--- src/hdl/tac_pkg.sv ---
// Shared constants and types for the thermistor ADC to Celsius converter.
// Used by tac_log2, tac_div and thermistor_adc_to_celsius; no dependencies.
package tac_pkg;

  localparam int ADC_FULL_SCALE_DEF = 1023;
  localparam int CODE_W = 10;
  localparam int CHAN_W = 4;
  localparam int RF_W = 20;
  localparam int TEMP_W = 17;
  localparam int NUM_W = CODE_W + RF_W;
  localparam int FRAC_W = 24;
  localparam int GUARD_COUNTS = 2;

  localparam logic [RF_W-1:0] RF_RESET = 20'd10000;

  localparam logic [29:0] LN2_Q30 = 30'd744261118;
  localparam logic [38:0] SH_A_Q48 = 39'd420748795187;
  localparam logic [27:0] SH_B_Q40 = 28'd240815037;
  localparam logic [28:0] SH_C_Q48 = 29'd457087215;
  localparam logic [23:0] SH_D_Q48 = 24'd9695406;
  localparam logic [12:0] KELVIN_NUM = 13'd5463;
  localparam logic [4:0] KELVIN_DEN = 5'd20;

  localparam logic [17:0] TEMP_MAX_MAG = 18'd51200;
  localparam logic [17:0] TEMP_MIN_MAG = 18'd25600;

  // Pipeline depths of the two sub-units.
  localparam int LOG2_LAT = 2 + FRAC_W;
  localparam int DIV_QW = TEMP_W;
  localparam int DIV_LAT = DIV_QW + 2;
  localparam int DIV_NW = 70;
  localparam int DIV_DW = 53;

  typedef struct packed {
    logic [CODE_W-1:0] code;
    logic [CHAN_W-1:0] chan;
    logic              ok;
  } side_t;

  typedef struct packed {
    logic ypos;
    logic neg;
  } sign_t;

endpackage

--- src/hdl/tac_div.sv ---
// Pipelined restoring divider: one quotient bit per stage, with an overflow
// check up front and a round-half-up decision at the end. Depends on tac_pkg.
module tac_div #(
  parameter int NW = tac_pkg::DIV_NW,
  parameter int DW = tac_pkg::DIV_DW,
  parameter int QW = tac_pkg::DIV_QW
) (
  input  logic          clk,
  input  logic          en,
  input  logic [NW-1:0] a,
  input  logic [DW-1:0] d,
  output logic [QW-1:0] q,
  output logic          ovf,
  output logic          rnd
);

  logic [NW-1:0] r0;
  logic [DW-1:0] d0;
  logic          ovf0;

  logic [NW-1:0] r_q   [1:QW];
  logic [DW-1:0] d_q   [1:QW];
  logic [QW-1:0] q_q   [1:QW];
  logic          ovf_q [1:QW];

  // A quotient of 2^QW or more cannot be represented and saturates later.
  always_ff @(posedge clk) begin
    if (en) begin
      r0   <= a;
      d0   <= d;
      ovf0 <= a >= (NW'(d) << QW);
    end
  end

  for (genvar k = 1; k <= QW; k++) begin : g_bit
    logic [NW-1:0] r_in;
    logic [DW-1:0] d_in;
    logic [QW-1:0] q_in;
    logic          ovf_in;
    logic [NW-1:0] trial;
    logic          take;

    if (k == 1) begin : g_first
      assign r_in   = r0;
      assign d_in   = d0;
      assign q_in   = '0;
      assign ovf_in = ovf0;
    end else begin : g_next
      assign r_in   = r_q[k-1];
      assign d_in   = d_q[k-1];
      assign q_in   = q_q[k-1];
      assign ovf_in = ovf_q[k-1];
    end

    assign trial = NW'(d_in) << (QW - k);
    assign take  = r_in >= trial;

    always_ff @(posedge clk) begin
      if (en) begin
        r_q[k]   <= take ? r_in - trial : r_in;
        d_q[k]   <= d_in;
        q_q[k]   <= {q_in[QW-2:0], take};
        ovf_q[k] <= ovf_in;
      end
    end
  end

  always_ff @(posedge clk) begin
    if (en) begin
      q   <= q_q[QW];
      ovf <= ovf_q[QW];
      rnd <= {r_q[QW], 1'b0} >= (NW+1)'(d_q[QW]);
    end
  end

endmodule

--- config.mk ---
export PLATFORM = sky130hd
export DESIGN_NAME = tac_div
export DESIGN_NICKNAME = d
export VERILOG_FILES = /design/src/hdl/tac_pkg.sv /design/src/hdl/tac_div.sv
export SDC_FILE = /design/constraint.sdc
export NUM_CORES = 2
export LEC_CHECK = 0
export BUFFER_PORTS_ARGS = -buffer_cell sky130_fd_sc_hd__buf_2
export CELL_PAD_IN_SITES_DETAIL_PLACEMENT = 1
export CELL_PAD_IN_SITES_GLOBAL_PLACEMENT = 1
export CORE_MARGIN = 2
export CORE_UTILIZATION = 35
export DETAILED_ROUTE_END_ITERATION = 12
export PLACE_DENSITY = 0.68
export SYNTH_ARGS = -nofsm -noshare
export SYNTH_HDL_FRONTEND = slang
export SYNTH_SLANG_ARGS = --single-unit
--- constraint.sdc ---
create_clock -name clk -period 3.9 [get_ports clk]
set_clock_uncertainty 0.2 [all_clocks]
set_input_delay 0.39 -clock clk [delete_from_list [all_inputs] [get_ports clk]]
set_output_delay 0.39 -clock clk [all_outputs]
set_load 0.03 [all_outputs]
# [Word level (Yosys, flattened, before mapping)]
# Memory sizes are Yosys's and may differ from the RTL's. A register that Yosys moved wholly into a read port is not among the register bits.
# Index checks and enable logic that the tools add are counted.
[totals] regBits=125 ramBits=2397 inputBits=125 output_inout_bits=19 elab_cells=63 n_memories=4
[memory_table] memory="r_q" depth=17 width=70 rd=17 rd_clocked_by_memory_dff=0 write_ports=17 line="tac_div.sv:21" rtl="logic [NW-1:0] r_q [1:QW];"
[memory_table] memory="d_q" depth=17 width=53 rd=17 rd_clocked_by_memory_dff=0 write_ports=17 line="tac_div.sv:22" rtl="logic [DW-1:0] d_q [1:QW];"
[memory_table] memory="q_q" depth=17 width=17 rd=17 rd_clocked_by_memory_dff=1 write_ports=17 line="tac_div.sv:23" rtl="logic [QW-1:0] q_q [1:QW];"
[memory_table] memory="ovf_q" depth=17 width=1 rd=17 rd_clocked_by_memory_dff=1 write_ports=17 line="tac_div.sv:24" rtl="logic ovf_q [1:QW];"
[classes] n_addsub=17 order_cmp=19 mux=19
[ops] op="2-to-1 mux 70 bit" n=17
[ops] op=">= comparator 71 x 53 -> 1 bit" n=1
[ops] op=">= comparator 70 x 53 -> 1 bit" n=1
[ops] op=">= comparator 70 x 54 -> 1 bit" n=1
[ops] op=">= comparator 70 x 55 -> 1 bit" n=1
[ops] op=">= comparator 70 x 56 -> 1 bit" n=1
[ops] op=">= comparator 70 x 57 -> 1 bit" n=1
[ops] op=">= comparator 70 x 58 -> 1 bit" n=1
[ops] op=">= comparator 70 x 59 -> 1 bit" n=1
[ops] op=">= comparator 70 x 60 -> 1 bit" n=1
[ops] op=">= comparator 70 x 61 -> 1 bit" n=1
[ops] op=">= comparator 70 x 62 -> 1 bit" n=1
[ops] op=">= comparator 70 x 63 -> 1 bit" n=1
[ops] op=">= comparator 70 x 64 -> 1 bit" n=1
[ops] op=">= comparator 70 x 65 -> 1 bit" n=1
[ops] op=">= comparator 70 x 66 -> 1 bit" n=1
[ops] op=">= comparator 70 x 67 -> 1 bit" n=1
[ops] op=">= comparator 70 x 68 -> 1 bit" n=1
[ops] op=">= comparator 70 x 69 -> 1 bit" n=1
[ops] op=">= comparator 70 bit" n=1
[ops] op="subtractor 70 x 53 -> 70 bit" n=1
[ops] op="subtractor 70 x 54 -> 70 bit" n=1
[ops] op="subtractor 70 x 55 -> 70 bit" n=1
[ops] op="subtractor 70 x 56 -> 70 bit" n=1
[ops] op="14 further kinds" n=15

# [Logic depth before layout (Yosys ltp)]
# An unclocked memory read counts as a cell.
[logic_depth] word_depth=3 depth_mapped=18 depth_no_buf=16

# [Worst setup path before layout]
# No wires, ideal clock.
[synth_timing] path_kind="register -> register" start="register r_q[0][706] (netlist name)" end="register r_q[0][792] (netlist name)" setup_time_ns=0.270 arrival_ns=3.592 required_time_ns=3.430 setup_slack_ns=-0.162 stages_incl_launch_ff=18 path_buffers=2 period_less_slack_ns=4.062 path_cell_list="edfxtp_1 -> inv_1 -> ha_1 -> inv_1 -> fa_1 -> a211oi_1 -> nor2_1 -> o41ai_2 -> o211ai_1 -> nor2_1 -> o21ai_1 -> a21boi_1 -> o21ai_1 -> a211o_1 -> buf_2 -> clkbuf_1 -> nor2_1 -> a21oi_1"

==> results.json <==
{
  "syn_inst": 13534,
  "fin_cells": 22861,
  "p_per_area_mw_per_mm2": 749,
  "max_freq_mhz": 231,
  "r2r-end": "r_q[0][615]",
  "seqPwrFrac": 0.289,
  "numClockSinks": 2404,
  "die_area_mm2": 0.410,
  "synth_cell_types": 113,
  "root_buffer": "clkbuf_16",
  "fp.dieW_um": 640,
  "synth_nets": 14682,
  "grt_pass1_vias": 126564,
  "finalHoldViolCount": 0,
  "p_total_mw": 146,
  "drcViolationCount": 0,
  "report.final.setup_viol": 541,
  "grt_use_total": 0.213,
  "tightest_slew_ns": 1.05,
  "grt_pass1_wl_mm": 690,
  "start_util": 0.352,
  "rrSetupSlack_ns": -0.43,
  "ir_worst_vdd_mv": 0.373,
  "num_vias": 115930,
  "ys_warn_count": 0,
  "startpoint_type": "flip-flop",
  "layout_common_cells": "3141 x buf_4, 2404 x edfxtp_1, 1236 x inv_1",
  "fillers": 43859,
  "io_pins": 144,
  "internal-power_mw": 91.1,
  "criticalPathCategory": "flip-flop to flip-flop",
  "slew_headroom": 0.288,
  "status": "finished with violations",
  "dr.first_iter.drc_count": 4844,
  "globalplace.congestion": 0.931,
  "seq_area_mm2": 0.0722,
  "reg2regPathDepth": 15,
  "timing.final.crit_share": 1.11,
  "drive_above_1_share": 0.297,
  "min_period_ns": 4.33,
  "grt_start_max_net_pins": 141,
  "violations": "negative setup slack",
  "drt-total-wl_mm": 457,
  "fin_ws_ns": -0.434,
  "reg2reg_from": "r_q[0][509]",
  "fin_area_mm2": 0.194,
  "endpoint_kind": "flip-flop",
  "clkPwrFrac": 0.182,
  "clkLatencyLatePin_ns": 0.94,
  "final_common_cell": "buf_4",
  "dp_hpwl_mm": 332,
  "slew_viol_final": 0,
  "antenna_found_initial": 4,
  "ys.flop_type": "edfxtp_1",
  "power_frac_comb": 0.529,
  "p_leak_nw": 82.2,
  "rsz0062_at_grt": "yes",
  "cts_tree": "built",
  "worstHoldPathCells": 0,
  "syn_to_final_growth_pct": 37.3,
  "min_path_type": "flip-flop to flip-flop",
  "switching_power_mw": 54.6,
  "final_nets": 18377,
  "syn_area_mm2": 0.142,
  "maxCapViolCount": 0,
  "sw_frac_of_total": 0.375,
  "port_buffers": 143,
  "first_pass_iters": 7,
  "synth_edf_count": 2404,
  "async_reset_ff_frac": 0,
  "fp.dieH_um": 640,
  "hp-start": "q_q[7][3]",
  "drt-vias-per-instance": 5.07,
  "required_ns": 4.37,
  "place_area_mm2": 0.171,
  "overflow": 0,
  "placedCellCount": 21724,
  "ys_seq_area_frac": 0.510,
  "hold_end": "q_q[8][4]",
  "coreArea_mm2": 0.403,
  "h-tree-depth": 5,
  "clk_path_buf_depth": 4,
  "cp.arrival_ns": 4.80,
  "post_drt_wl_per_cell_um": 20.0,
  "synth.avg_cell_area_um2": 10.5,
  "rows": 233,
  "ant_nets": 0,
  "clkTransAtPathRegs_ns": 0.06,
  "cts_buffers": 289,
  "cp_max_fo": 8,
  "multi_input_area_mm2": 0.0690,
  "ys_seq_elements": 2404
}
kinds of logic after synthesis:
family	after synthesis	share of synthesized area
AOI/OAI and AO/OA	3848	0.166
and+or+nand+nor	3437	0.115
DFF	2404	0.510
buffers and inverters	1718	0.0464
adders and majority gates	1023	0.0913
xor gates and xnor gates	976	0.0604
muxes	128	0.0101
Yosys cell counts, types with 43 or more instances:
| cell | number | area (um^2) |
|---|---|---|
| edfxtp_1 | 2404 | 72200 |
| o21a_1 | 117 | 878 |
| or3_1 | 56 | 350 |
| nand4_1 | 264 | 1650 |
| o31ai_1 | 71 | 533 |
| nand2_1 | 1136 | 4260 |
| xnor2_1 | 554 | 4850 |
| nor3_1 | 187 | 936 |
| buf_2 | 68 | 340 |
| o21bai_1 | 165 | 1240 |
| o211ai_1 | 57 | 428 |
| ha_1 | 1006 | 12600 |
| a31oi_1 | 110 | 688 |
| clkbuf_1 | 355 | 1330 |
| a211oi_1 | 63 | 473 |
| and2_1 | 53 | 332 |
| mux2_2 | 115 | 1290 |
| nand3_1 | 219 | 1100 |
| o21ai_0 | 992 | 4960 |
| a21o_1 | 535 | 4020 |
| nor2_1 | 876 | 3290 |
| nor2b_1 | 122 | 763 |
| inv_1 | 1262 | 4740 |
| and3_1 | 94 | 588 |
| nor4_1 | 119 | 744 |
| xor2_1 | 422 | 3700 |
| a21boi_0 | 43 | 323 |
| nand2b_1 | 113 | 707 |
| a21oi_1 | 1329 | 6650 |
metal layers:
layer / routed length (um) / vias up / part of all wire / GRT usage
li1: - / 56800 / - / -
met1: 163000 / 56088 / 0.36 / 0.207
met2: 247000 / 1872 / 0.54 / 0.421
met3: 9710 / 1170 / 0.021 / 0.0184
met4: 38200 / 0 / 0.084 / 0.145
met5: 0 / - / 0 / 0
repair_timing:
action,CTS,global route
pin swaps,382,313
setup buffers,213,123
endpoints found under the setup margin,1009,977
cloned,57,31
endpoints found under the hold margin,453,0
gates resized for setup,1049,711
hold buffers,247,0
area by class of cell:
class / count / share of cell area
Sequential cell: 2404 / 0.371
Multi-Input combinational cell: 9415 / 0.355
Timing Repair Buffer: 3853 / 0.167
Clock buffer: 348 / 0.0391
Tap cell: 5405 / 0.0348
Inverter: 1265 / 0.0246
Clock inverter: 161 / 0.00800
Antenna cell: 9 / 0.000116
Timing Repair inverter: 1 / 0.0000837
how the worst max path moves through the flow:
stage | startpoint | endpoint | slack, ns
2_1_floorplan | r_q[0][706] | r_q[0][838] | 0.009
3_3_place_gp | r_q[0][982] | r_q[0][1118] | -0.76
3_5_place_dp | r_q[0][292] | r_q[0][370] | -0.90
4_1_cts | r_q[0][982] | r_q[0][1118] | -0.56
5_1_grt | r_q[0][982] | r_q[0][1118] | -0.54
6_report | r_q[0][509] | r_q[0][615] | -0.43
per-stage QoR:
| step | setup slack (ns) | utilization | hold slack, ns | TNS (ns) |
|---|---|---|---|---|
| CTS | -0.555 | 0.473 | 0.211 | -89.28 |
| global route | -0.540 | 0.483 | 0.219 | -181.81 |
| detailed placement | -0.896 | 0.426 | 0.205 | -367.00 |
| finish | -0.434 | 0.483 | 0.205 | -98.71 |
| floorplan | 0.00939 | - | 0.200 | 0 |
| global placement | -0.760 | 0.426 | 0.201 | -311.54 |
critical path, stage by stage, from the launching register on:
cell	delay (ns)
edfxtp_1	0.50
ha_4	0.34
buf_6	0.11
nand2_2	0.07
or3_4	0.39
or2_4	0.25
o21a_4	0.23
a2111o_1	0.42
o211ai_4	0.16
a211o_1	0.26
a31oi_4	0.13
o211ai_4	0.23
buf_6	0.14
buf_12	0.13
buf_16	0.18
mux2_4	0.30
flip-flops by register name (all words and copies together), names as in the netlist:
name,flops
r_q,1190
g_bit.ovf_in,1
g_bit.r_in,70
ovf,1
ovf_q,17
d0,53
q,17
q_q,153
rnd,1
d_q,901
power groups by stage:
| stage | logic [mW] | registers [mW] | clock network, mW |
|---|---|---|---|
| finish | 77.0 | 42.2 | 26.5 |
| global route | 84.0 | 42.8 | 28.1 |
| CTS | 74.0 | 42.0 | 27.1 |
| detailed placement | 69.1 | 42.4 | 0 |
| global placement | 67.6 | 42.1 | 0 |
| floorplan | 40.1 | 40.5 | 0 |
No activity file was read; power rests on OpenSTA's default activity.
